$ cat src/rtl/flvtp_pkg.sv
package flvtp_pkg;

    localparam logic [2:0] PH_FILE  = 3'd0;
    localparam logic [2:0] PH_PREV  = 3'd1;
    localparam logic [2:0] PH_TAG   = 3'd2;
    localparam logic [2:0] PH_FIRST = 3'd3;
    localparam logic [2:0] PH_SKIP  = 3'd4;

    localparam logic [2:0] KIND_HEADER = 3'd0;
    localparam logic [2:0] KIND_AUDIO  = 3'd1;
    localparam logic [2:0] KIND_VIDEO  = 3'd2;
    localparam logic [2:0] KIND_SCRIPT = 3'd3;
    localparam logic [2:0] KIND_OTHER  = 3'd4;

    localparam logic [7:0] TAG_AUDIO  = 8'd8;
    localparam logic [7:0] TAG_VIDEO  = 8'd9;
    localparam logic [7:0] TAG_SCRIPT = 8'd18;

    // Byte positions inside the file header and the tag header.
    localparam logic [23:0] FH_VERSION_POS = 24'd3;
    localparam logic [23:0] FH_FLAGS_POS   = 24'd4;
    localparam logic [23:0] FH_OFFSET_POS  = 24'd5;
    localparam logic [23:0] FH_LAST_POS    = 24'd8;
    localparam logic [23:0] PREV_LAST_POS  = 24'd3;
    localparam logic [23:0] TH_SIZE_LAST   = 24'd3;
    localparam logic [23:0] TH_TIME_LAST   = 24'd6;
    localparam logic [23:0] TH_LAST_POS    = 24'd10;

    typedef struct packed {
        logic [7:0] data_byte;
        logic       new_file;
    } item_t;

    typedef struct packed {
        logic [2:0]  kind;
        logic [23:0] data_size;
        logic [23:0] timestamp;
        logic [7:0]  version;
        logic [7:0]  flags;
        logic [31:0] header_size;
        logic [3:0]  sound_format;
        logic [1:0]  sound_rate;
        logic        sound_size;
        logic        stereo;
        logic [3:0]  frame_type;
        logic [3:0]  codec_id;
    } result_t;

    function automatic logic [2:0] kind_of(input logic [7:0] tag_type);
        logic [2:0] k;
        begin
            if (tag_type == TAG_AUDIO)
            begin
                k = KIND_AUDIO;
            end
            else if (tag_type == TAG_VIDEO)
            begin
                k = KIND_VIDEO;
            end
            else if (tag_type == TAG_SCRIPT)
            begin
                k = KIND_SCRIPT;
            end
            else
            begin
                k = KIND_OTHER;
            end
            return k;
        end
    endfunction

endpackage

$ cat src/rtl/flvtp_in_stage.sv
module flvtp_in_stage
    import flvtp_pkg::*;
(
    input  logic  clk,
    input  logic  rst_n,
    input  logic  in_valid,
    output logic  in_ready,
    input  item_t in_item,
    output logic  item_valid,
    output item_t item,
    input  logic  take
);

    logic  valid_reg;
    item_t item_reg;

    assign in_ready   = !valid_reg || take;
    assign item_valid = valid_reg;
    assign item       = item_reg;

    always_ff @(posedge clk or negedge rst_n)
    begin
        if (!rst_n)
        begin
            valid_reg <= 1'b0;
        end
        else if (in_ready)
        begin
            valid_reg <= in_valid;
        end
    end

    always_ff @(posedge clk)
    begin
        if (in_ready && in_valid)
        begin
            item_reg <= in_item;
        end
    end

endmodule

$ cat src/rtl/flvtp_core.sv
module flvtp_core
    import flvtp_pkg::*;
(
    input  logic    clk,
    input  logic    rst_n,
    input  logic    take,
    input  item_t   item,
    output logic    res_valid,
    output result_t res
);

    logic [2:0]  phase_reg, phase_next;
    logic [23:0] count_reg, count_next;
    logic [7:0]  version_reg, version_next;
    logic [7:0]  flags_reg, flags_next;
    logic [31:0] offset_reg, offset_next;
    logic [7:0]  tag_type_reg, tag_type_next;
    logic [23:0] size_reg, size_next;
    logic [23:0] time_reg, time_next;

    logic [2:0]  ph;
    logic [23:0] cnt;
    logic [7:0]  ver;
    logic [7:0]  flg;
    logic [31:0] off;
    logic [7:0]  ttype;
    logic [23:0] dsize;
    logic [23:0] tstamp;
    logic [7:0]  b;
    logic        is_av;
    logic [23:0] size_less;

    always_comb
    begin
        b      = item.data_byte;
        ph     = phase_reg;
        cnt    = count_reg;
        ver    = version_reg;
        flg    = flags_reg;
        off    = offset_reg;
        ttype  = tag_type_reg;
        dsize  = size_reg;
        tstamp = time_reg;
        // A new file restarts parsing with this byte as header byte zero.
        if (item.new_file)
        begin
            ph     = PH_FILE;
            cnt    = '0;
            ver    = '0;
            flg    = '0;
            off    = '0;
            ttype  = '0;
            dsize  = '0;
            tstamp = '0;
        end
        if (ph > PH_SKIP)
        begin
            ph  = PH_FILE;
            cnt = '0;
        end

        is_av     = (ttype == TAG_AUDIO) || (ttype == TAG_VIDEO);
        size_less = dsize - 24'd1;

        phase_next    = ph;
        count_next    = cnt;
        version_next  = ver;
        flags_next    = flg;
        offset_next   = off;
        tag_type_next = ttype;
        size_next     = dsize;
        time_next     = tstamp;
        res_valid     = 1'b0;
        res           = '0;

        unique case (ph)
            PH_FILE:
            begin
                if (cnt == FH_VERSION_POS)
                begin
                    version_next = b;
                end
                else if (cnt == FH_FLAGS_POS)
                begin
                    flags_next = b;
                end
                else if (cnt >= FH_OFFSET_POS)
                begin
                    offset_next = {off[23:0], b};
                end
                if (cnt >= FH_LAST_POS)
                begin
                    res_valid       = 1'b1;
                    res.kind        = KIND_HEADER;
                    res.version     = ver;
                    res.flags       = flg;
                    res.header_size = offset_next;
                    phase_next      = PH_PREV;
                    count_next      = '0;
                end
                else
                begin
                    count_next = cnt + 24'd1;
                end
            end
            PH_PREV:
            begin
                if (cnt >= PREV_LAST_POS)
                begin
                    phase_next = PH_TAG;
                    count_next = '0;
                end
                else
                begin
                    count_next = cnt + 24'd1;
                end
            end
            PH_TAG:
            begin
                if (cnt == 24'd0)
                begin
                    tag_type_next = b;
                end
                else if (cnt <= TH_SIZE_LAST)
                begin
                    size_next = {dsize[15:0], b};
                end
                else if (cnt <= TH_TIME_LAST)
                begin
                    time_next = {tstamp[15:0], b};
                end
                if (cnt < TH_LAST_POS)
                begin
                    count_next = cnt + 24'd1;
                end
                else if (is_av && (dsize != 24'd0))
                begin
                    phase_next = PH_FIRST;
                    count_next = '0;
                end
                else
                begin
                    // Empty audio or video tags and all other tags report here.
                    res_valid     = 1'b1;
                    res.kind      = kind_of(ttype);
                    res.data_size = dsize;
                    res.timestamp = tstamp;
                    if ((dsize == 24'd0) || is_av)
                    begin
                        phase_next = PH_PREV;
                        count_next = '0;
                    end
                    else
                    begin
                        phase_next = PH_SKIP;
                        count_next = dsize;
                    end
                end
            end
            PH_FIRST:
            begin
                res_valid     = 1'b1;
                res.kind      = kind_of(ttype);
                res.data_size = dsize;
                res.timestamp = tstamp;
                if (ttype == TAG_AUDIO)
                begin
                    res.sound_format = b[7:4];
                    res.sound_rate   = b[3:2];
                    res.sound_size   = b[1];
                    res.stereo       = b[0];
                end
                else
                begin
                    res.frame_type = b[7:4];
                    res.codec_id   = b[3:0];
                end
                count_next = size_less;
                phase_next = (size_less == 24'd0) ? PH_PREV : PH_SKIP;
            end
            default:
            begin
                if (cnt <= 24'd1)
                begin
                    phase_next = PH_PREV;
                    count_next = '0;
                end
                else
                begin
                    count_next = cnt - 24'd1;
                end
            end
        endcase
    end

    always_ff @(posedge clk or negedge rst_n)
    begin
        if (!rst_n)
        begin
            phase_reg    <= PH_FILE;
            count_reg    <= '0;
            version_reg  <= '0;
            flags_reg    <= '0;
            offset_reg   <= '0;
            tag_type_reg <= '0;
            size_reg     <= '0;
            time_reg     <= '0;
        end
        else if (take)
        begin
            phase_reg    <= phase_next;
            count_reg    <= count_next;
            version_reg  <= version_next;
            flags_reg    <= flags_next;
            offset_reg   <= offset_next;
            tag_type_reg <= tag_type_next;
            size_reg     <= size_next;
            time_reg     <= time_next;
        end
    end

endmodule

$ cat src/rtl/flvtp_out_stage.sv
module flvtp_out_stage
    import flvtp_pkg::*;
(
    input  logic    clk,
    input  logic    rst_n,
    input  logic    load,
    input  result_t res,
    output logic    can_load,
    output logic    out_valid,
    input  logic    out_ready,
    output result_t out_res
);

    logic    valid_reg;
    result_t res_reg;

    assign can_load  = !valid_reg || out_ready;
    assign out_valid = valid_reg;
    assign out_res   = res_reg;

    always_ff @(posedge clk or negedge rst_n)
    begin
        if (!rst_n)
        begin
            valid_reg <= 1'b0;
        end
        else if (load)
        begin
            valid_reg <= 1'b1;
        end
        else if (out_ready)
        begin
            valid_reg <= 1'b0;
        end
    end

    always_ff @(posedge clk)
    begin
        if (load)
        begin
            res_reg <= res;
        end
    end

endmodule

$ cat src/rtl/flv_tag_header_parser.sv
// FLV tag header parser. Takes an FLV file one byte per word on the input
// channel and gives one word on the output channel for the 9-byte file header
// and for each tag. The throughput is one byte per clock, limited only by the
// output side: a byte is registered in the input register, parsed by the header
// state logic when it leaves that register, and its result lands in the output
// register. Headers report with their last byte; audio and video tags with a
// payload report with the first payload byte. Setting new_file on a byte
// restarts parsing with that byte as header byte 0.
module flv_tag_header_parser
    import flvtp_pkg::*;
(
    input  logic        clk,
    input  logic        rst_n,
    input  logic        in_valid,
    output logic        in_ready,
    input  logic [7:0]  data_byte,
    input  logic        new_file,
    output logic        out_valid,
    input  logic        out_ready,
    output logic [2:0]  kind,
    output logic [23:0] data_size,
    output logic [23:0] timestamp,
    output logic [7:0]  version,
    output logic [7:0]  flags,
    output logic [31:0] header_size,
    output logic [3:0]  sound_format,
    output logic [1:0]  sound_rate,
    output logic        sound_size,
    output logic        stereo,
    output logic [3:0]  frame_type,
    output logic [3:0]  codec_id
);

    item_t   in_item;
    item_t   item;
    logic    item_valid;
    logic    take;
    logic    can_load;
    logic    res_valid;
    result_t res;
    result_t out_res;

    assign in_item.data_byte = data_byte;
    assign in_item.new_file  = new_file;

    // A byte leaves the input register only when its result has a place to go.
    assign take = item_valid && can_load;

    flvtp_in_stage u_in_stage (
        .clk        (clk),
        .rst_n      (rst_n),
        .in_valid   (in_valid),
        .in_ready   (in_ready),
        .in_item    (in_item),
        .item_valid (item_valid),
        .item       (item),
        .take       (take)
    );

    flvtp_core u_core (
        .clk       (clk),
        .rst_n     (rst_n),
        .take      (take),
        .item      (item),
        .res_valid (res_valid),
        .res       (res)
    );

    flvtp_out_stage u_out_stage (
        .clk       (clk),
        .rst_n     (rst_n),
        .load      (take && res_valid),
        .res       (res),
        .can_load  (can_load),
        .out_valid (out_valid),
        .out_ready (out_ready),
        .out_res   (out_res)
    );

    assign kind         = out_res.kind;
    assign data_size    = out_res.data_size;
    assign timestamp    = out_res.timestamp;
    assign version      = out_res.version;
    assign flags        = out_res.flags;
    assign header_size  = out_res.header_size;
    assign sound_format = out_res.sound_format;
    assign sound_rate   = out_res.sound_rate;
    assign sound_size   = out_res.sound_size;
    assign stereo       = out_res.stereo;
    assign frame_type   = out_res.frame_type;
    assign codec_id     = out_res.codec_id;

    // A byte held in the input register is never dropped while the output is full.
    assert property (@(posedge clk) disable iff (!rst_n)
        (item_valid && !can_load) |=> item_valid && $stable(item))
        else $error("input word lost while output stalled");

    // Tag results never carry file header fields.
    assert property (@(posedge clk) disable iff (!rst_n)
        (out_valid && kind != KIND_HEADER) |->
            (version == 8'd0 && flags == 8'd0 && header_size == 32'd0))
        else $error("header fields set in a tag word");

    // Audio fields belong to audio words only.
    assert property (@(posedge clk) disable iff (!rst_n)
        (out_valid && kind != KIND_AUDIO) |->
            (sound_format == 4'd0 && sound_rate == 2'd0 && !sound_size && !stereo))
        else $error("audio fields set in a non-audio word");

    // Video fields belong to video words only.
    assert property (@(posedge clk) disable iff (!rst_n)
        (out_valid && kind != KIND_VIDEO) |-> (frame_type == 4'd0 && codec_id == 4'd0))
        else $error("video fields set in a non-video word");

endmodule
$ cat config.mk
export PLATFORM = sky130hd
export DESIGN_NAME = flv_tag_header_parser
export DESIGN_NICKNAME = d
export VERILOG_FILES = /design/src/rtl/flvtp_pkg.sv /design/src/rtl/flvtp_in_stage.sv /design/src/rtl/flvtp_core.sv /design/src/rtl/flvtp_out_stage.sv /design/src/rtl/flv_tag_header_parser.sv
export SDC_FILE = /design/constraint.sdc
export NUM_CORES = 1
export LEC_CHECK = 0
export ABC_AREA = 1
export BUFFER_PORTS_ARGS = -buffer_cell sky130_fd_sc_hd__buf_2
export CORE_UTILIZATION = 59
export CTS_CLUSTER_SIZE = 40
export DETAILED_ROUTE_END_ITERATION = 8
export GPL_TIMING_DRIVEN = 0
export PLACE_DENSITY = 0.79
export SLEW_MARGIN = 25
export SYNTH_ARGS = -nofsm -noshare
export SYNTH_HDL_FRONTEND = slang
export SYNTH_SLANG_ARGS = --single-unit
$ cat constraint.sdc
create_clock -name clk -period 6.5 [get_ports clk]
set_input_delay 1.95 -clock clk [delete_from_list [all_inputs] [get_ports clk]]
set_output_delay 1.95 -clock clk [all_outputs]
set_load 0.02 [all_outputs]
==> out/metrics.cfg, run 1 <==
[setup_path]
startpoint_type=input port
end_kind=flop
arrival_ps=5020
critPathSlowestCell=clkbuf_1
critPathKind=input port to flop
worstPathMaxFanout=83
path_cells=buf_2, inv_1, nand2_1, nand2_1, inv_1, clkbuf_1, clkbuf_1, o21ai_0, inv_6, buf_16
reg2reg_from=u_in_stage.item[0]
path_buf_inv=7
critical_path.top_delay_family=buffers and inverters
crit_path_start=out_ready
worstPathRequired_ps=6690
cpPeakStageDelay_ps=600

[cells_and_area]
final_nets=1993
area_delta_synth_final_pct=13.9
seqCellArea_mm2=0.00705
fin_cells=2307
multiInputGateArea_mm2=0.00580
fillers=1888
largest_register_ffs=115
antenna_cells=0
drive_above_1_share_pct=12.4

[timing]
worstMarginPinSlew_ps=776
period_minus_slack_ps=4830
setup_tns_ps=0
fmax_ghz=0.207
clock_skew_ps=11.1
hold_viol_final=0
period_share_pct=74.4
rsz0062_at_grt=no
hold_slack_ps=478
setup_viol_count_final=0
final_max_slew_viol_count=0
slew-limit-headroom_pct=48.3

[routing]
wire_per_inst_um=17.9
postRouteAntennaNets=0
finalWirelength_um=41300
vias_per_cell=5.70
drt-initial-drc-count=1512
dr.pass1.iters=8
vias=13200
route.detailed.drc=0

[cts]
root_buffer=clkbuf_16
clk_pin_slew_ps=60
insertion_delay_ps=540
clock_sinks=257
cts_buffers=27
post_cts_buffers=0
cts_tree=built
htreeDepth=1
cts_max_path_buffers=3
ctsResizeCount=0
holdBufCountCts=0

[synthesis]
synth-edff-count=124
syn_area_mm2=0.0140
synth.distinct_cells=36
syn_area_per_cell_um2=7.71
yosysWarnings=0
ys.flop_type=dfrtp_1
synthArstFlopShare_pct=51.8
syn_inst=1814
syn_nets=1833
synth_seq_cells=257
yosysSeqAreaShare_pct=50.4

[pwr]
comb_power_share_pct=42.2
switching_share_pct=42.4
powerDensity_mw_per_mm2=411
switchingPower_w=0.00277
p_int_w=0.00377
power_w=0.00654
ir_worst_vdd_mv=0.254
seqPwrFrac_pct=35.2
power_frac_clock_pct=22.6
p_leak_nw=7.86

[flow_run]
drv_cap=0

[placed_design]
dpl.cell_count=2258
dp_hpwl_um=30100
numPortBuffers=129
place_congestion=0.963

[grt]
grt-ovfl-total=0
grt_max_degree=84
grt_pass1_vias=12300
antenna_found_initial=0
grt.total_usage_pct=34.6
grt_first_pass_wirelength_um=65300

[min_path]
hold_path.class=flop to flop
min_from=u_core.offset_reg[9]

[die]
dieWidth_um=156
die_h_um=156
coreArea_mm2=0.0229
initial_core_util_pct=61.1
num_rows=55
io_pins=130
die-area_mm2=0.0243

[run_status]
status=finished, final reports clean

kinds of logic after synthesis:
family,Yosys count,share of synthesized area [%]
AND/OR/NAND/NOR,991,29.6
flip-flops,257,50.4
AO/OA/AOI/OAI,264,10.1
XOR/XNOR,19,1.19
adder cells (fa/ha/maj),6,0.536
buffers and inverters,277,8.15
worst reg2reg max path, stage by stage, from the launching register on:
cell and delay (ps):
edfxtp_1 340, buf_6 210, inv_4 100, buf_6 160
buf_6 160, nand2_1 170, ha_1 240, nand2_1 120
nor2_2 200, nand2_1 160, nor2_4 220, nand4_2 170
nand2_1 130, nand2_1 70, o21ai_1 350, o21ai_0 360
inv_6 390, buf_16 350
power groups by stage:
stage / logic, W / registers [W] / clock network [W]
global placement: 0.00263 / 0.00235 / 0
detailed placement: 0.00270 / 0.00232 / 0
floorplan: 0.00174 / 0.00253 / 0
finish: 0.00276 / 0.00230 / 0.00148
CTS: 0.00272 / 0.00230 / 0.00148
global route: 0.00305 / 0.00234 / 0.00154
metal layers:
metal / track usage [%] / vias up / wire, µm / share of wire [%]
met5: 0 / - / 0 / 0
met3: 4.89 / 111 / 4070 / 9.9
met1: 50.2 / 6077 / 17500 / 42
met4: 12.0 / 0 / 1380 / 3.3
met2: 53.4 / 748 / 18300 / 44
li1: - / 6220 / - / -
cell usage in the layout (no fill, tap or decap), types with 3 or more instances in the layout:
master and n:
a21oi_1 93, a31oi_1 3, buf_1 9, buf_2 157, buf_6 7, clkbuf_1 48
clkbuf_16 27, clkinv_1 7, dfrtp_1 133, edfxtp_1 124, ha_1 6, inv_1 179
inv_2 7, nand2_1 563, nand2_2 5, nand3_1 154, nand3_2 3, nand3b_1 3
nand4_1 15, nand4_2 3, nor2_1 209, nor2_2 10, nor2_4 6, nor3_1 15
o211ai_1 22, o21ai_0 91, o21ai_1 31, o22ai_1 22, or2_2 3, xnor2_1 4
xor2_1 15
cells in the mapped netlist, types with 9 or more instances:
| master | number | share of area, % |
|---|---|---|
| a21oi_1 | 93 | 3.3 |
| buf_1 | 9 | 0.24 |
| buf_2 | 29 | 1.0 |
| clkbuf_1 | 40 | 1.1 |
| dfrtp_1 | 133 | 24 |
| edfxtp_1 | 124 | 27 |
| inv_1 | 180 | 4.8 |
| nand2_1 | 563 | 15 |
| nand3_1 | 154 | 5.5 |
| nand4_1 | 15 | 0.67 |
| nor2_1 | 209 | 5.6 |
| nor2_2 | 10 | 0.45 |
| nor3_1 | 15 | 0.54 |
| o211ai_1 | 22 | 1.2 |
| o21ai_0 | 91 | 3.3 |
| o21ai_1 | 31 | 1.1 |
| o22ai_1 | 22 | 0.98 |
| xor2_1 | 15 | 0.94 |
stage by stage:
step / setup WS, ps / area (µm²) / util [%]
floorplan: 807 / 14000 / -
global placement: -1020 / 15000 / 65.6
detailed placement: 1240 / 15100 / 65.9
CTS: 1800 / 15900 / 69.5
global route: 1610 / 15900 / 69.5
finish: 1670 / 15900 / 69.5
layout make-up:
class,instances,area share (%)
Buffer,88,2.68
Clock buffer,36,4.51
Clock inverter,13,0.738
Inverter,189,4.50
Multi-Input combinational cell,1280,36.4
Sequential cell,257,44.2
Tap cell,313,2.46
Timing Repair Buffer,131,4.46
path summary, 6_finish.rpt:
kind | to | slack, ps | cells after the start
max in group asynchronous | u_core.count_reg[4] | 4340 | 2
max reg2reg | u_out_stage.out_res[108] | 2170 | 17
max | u_out_stage.out_res[108] | 1670 | 10
min | u_core.offset_reg[9] | 480 | 2
min reg2reg | u_core.offset_reg[9] | 480 | 2
min in group asynchronous | u_core.size_reg[18] | 1390 | 1
(Power assumes the default switching activity.)
==> inputs of run 2 (changes only) <==
- CORE_UTILIZATION: 59 -> 54
- PLACE_DENSITY: 0.79 -> 0.76
- clock period: 6.5 -> 4.35 ns (I/O delays scaled with it)
==> run 2 against run 1 <==
Net effect: sequential power is 50% higher; hold slack better by 3.0 ps; clock-buffer cell count grew 2; critical endpoint is now u_out_stage.out_res[109]; highest routed layer unchanged.
==> out/metrics.cfg, run 2 (synthesis gave the netlist of run 1 again) <==
[cts]
holdBufCountCts=0  ; unchanged
cts_max_path_buffers=3  ; unchanged
cts_tree=built  ; unchanged
root_buffer=clkbuf_16  ; unchanged
htreeDepth=1  ; unchanged
insertion_delay_ps=570  ; was 540 ps
clk_pin_slew_ps=60  ; about the same
cts_buffers=28  ; was 27
clock_sinks=257  ; unchanged
post_cts_buffers=0  ; unchanged
ctsResizeCount=0  ; unchanged

[flow_run]
drv_cap=0  ; unchanged

[pwr]
power_w=0.0101  ; was 0.00654 W
ir_worst_vdd_mv=0.391  ; was 0.254 mV
powerDensity_mw_per_mm2=627  ; was 411 mW/mm²
p_leak_nw=7.95  ; was 7.86 nW

[routing]
finalWirelength_um=42100  ; was 41300 µm
route.detailed.drc=0  ; unchanged
wire_per_inst_um=18.1  ; was 17.9 µm
met1Wirelength_um=17200  ; was 17500 µm
highest_layer=met4  ; unchanged
met2_length_um=19300  ; was 18300 µm
dr.pass1.iters=6  ; was 8
vias_per_cell=5.69  ; was 5.70
wl_met3_um=4130  ; was 4070 µm
vias=13300  ; was 13200
drt-initial-drc-count=1542  ; was 1512
postRouteAntennaNets=0  ; unchanged

[setup_path]
path_cells=buf_6, inv_4, buf_6, buf_6, nand2_1, ha_1, nand2_1, nor2_2, nand2_1, nor2_4, nand4_2, nand2_1, nand2_1, o21ai_1, o21ai_2, clkinvlp_4, buf_16, buf_12  ; was buf_2, inv_1, nand2_1, nand2_1, inv_1, clkbuf_1, clkbuf_1, o21ai_0, inv_6, buf_16
worst_path_most_repeated_cell=nand2_1
startpoint_type=flop  ; was input port
arrival_ps=4320  ; was 5020 ps
critPathSlowestCell=edfxtp_1  ; was clkbuf_1
worstPathMaxFanout=35  ; was 83
end_kind=flop  ; unchanged
critPathKind=flop to flop  ; was input port to flop
worstPathRequired_ps=4610  ; was 6690 ps
cpPeakStageDelay_ps=380  ; was 600 ps

[timing]
clock_skew_ps=10.8  ; was 11.1 ps
period_minus_slack_ps=4060
fmax_ghz=0.246
period_share_pct=93.4
worst_slack_ps=289  ; was 1670 ps
worstMarginPinSlew_ps=833  ; was 776 ps
hold_viol_final=0  ; unchanged
slew-limit-headroom_pct=44.5  ; was 48.3%
setup_viol_count_final=0  ; unchanged
final_max_slew_viol_count=0  ; unchanged
rsz0062_at_grt=no  ; unchanged
setup_tns_ps=0  ; unchanged

[die]
dieWidth_um=163  ; was 156 µm
io_pins=130  ; unchanged
initial_core_util_pct=55.3  ; was 61.1%
coreArea_mm2=0.0253  ; was 0.0229 mm²
die_h_um=163  ; was 156 µm
num_rows=58  ; was 55
die-area_mm2=0.0266  ; was 0.0243 mm²

[cells_and_area]
area_delta_synth_final_pct=15.5  ; was 13.9%
largest_register_ffs=115  ; unchanged
fin_area_mm2=0.0162  ; was 0.0159 mm²
drive_above_1_share_pct=13.1  ; was 12.4%
fillers=2244  ; was 1888
fin_util_pct=63.8  ; was 69.5%
antenna_cells=0  ; unchanged
layout_commonest_cell=nand2_1  ; unchanged
layout_common_cells=563 x nand2_1, 209 x nor2_1, 179 x inv_1  ; unchanged
final_nets=1999  ; was 1993

[grt]
antenna_found_initial=0  ; unchanged
grt_max_degree=74  ; was 84
grt-ovfl-total=0  ; unchanged
grt_first_pass_wirelength_um=66400  ; was 65300 µm
grt.total_usage_pct=32.2  ; was 34.6%
grt_pass1_vias=12500  ; was 12300

[placed_design]
numPortBuffers=129  ; unchanged
dpl_cell_area_mm2=0.0152  ; was 0.0151 mm²
place_ws_ps=-63.8  ; was 1240 ps
place_congestion=0.980  ; was 0.963
dp_hpwl_um=30700  ; was 30100 µm

[min_path]
hold_path.class=flop to flop  ; unchanged

[run_status]
status=finished, final reports clean  ; unchanged

==> run 2: cell count changes in the layout (fill, tap and decap cells not counted), moves of 2 or more <==
cell | before | now
clkinv_1 | 7 | 3
clkinvlp_4 | 1 | 4
buf_12 | 0 | 2
buf_4 | 2 | 4
clkbuf_8 | 1 | 3
==> run 2: worst paths after layout <==
| path | end | from | slack (ps) | cells after the start |
|---|---|---|---|---|
| worst max register to register | u_out_stage.out_res[109] | u_in_stage.item[0] | 290 | 18 |
| worst min-delay path | u_core.offset_reg[30] | u_core.offset_reg[30] | 480 | 2 |
| max in group asynchronous | u_core.version_reg[5] | rst_n | 2930 | 2 |
| worst min register to register | u_core.offset_reg[30] | u_core.offset_reg[30] | 480 | 2 |
| min in group asynchronous | u_core.size_reg[19] | rst_n | 670 | 1 |
| worst max-delay path | u_out_stage.out_res[109] | u_in_stage.item[0] | 290 | 18 |
==> run 2: power by group <==
group / leakage (nW) / total (W) / switching [W] / internal, W
combinational: 4.50 / 0.00423 / 0.00299 / 0.00124
clock: 0.453 / 0.00245 / 0.00102 / 0.00143
sequential: 3.00 / 0.00344 / 0.000265 / 0.00318
==> run 2: worst max-delay path: cells and delay by family (launching register included) <==
family          cells  cell delay [ps]
compound gates      2              400
flops               1              380
simple gates        8             1460
fa+ha+maj           1              240
buf+inv             7             1210
==> run 2: final cells by class <==
type / count / area, µm² / area share, %
tap: 330 / 413 / 2.55
multi-input combinational: 1280 / 5810 / 35.9
clock inverter: 14 / 186 / 1.15
timing repair buffer: 136 / 793 / 4.91
sequential: 257 / 7050 / 43.6
inverter: 189 / 716 / 4.43
buffer: 88 / 428 / 2.65
clock buffer: 38 / 768 / 4.75
==> run 2: per-layer routing <==
layer  vias up  global-route usage (%)
met3       107                    4.48
met1      6220                    44.7
met5         -                       0
li1       6234                       -
met4         0                    11.7
met2       699                    51.5
==> run 2: through the flow <==
stage	std cells	hold slack, ps
6_report	2332	481
5_1_grt	2332	498
4_1_cts	2330	481
3_5_place_dp	2278	465
3_3_place_gp	2273	461
2_1_floorplan	1814	449
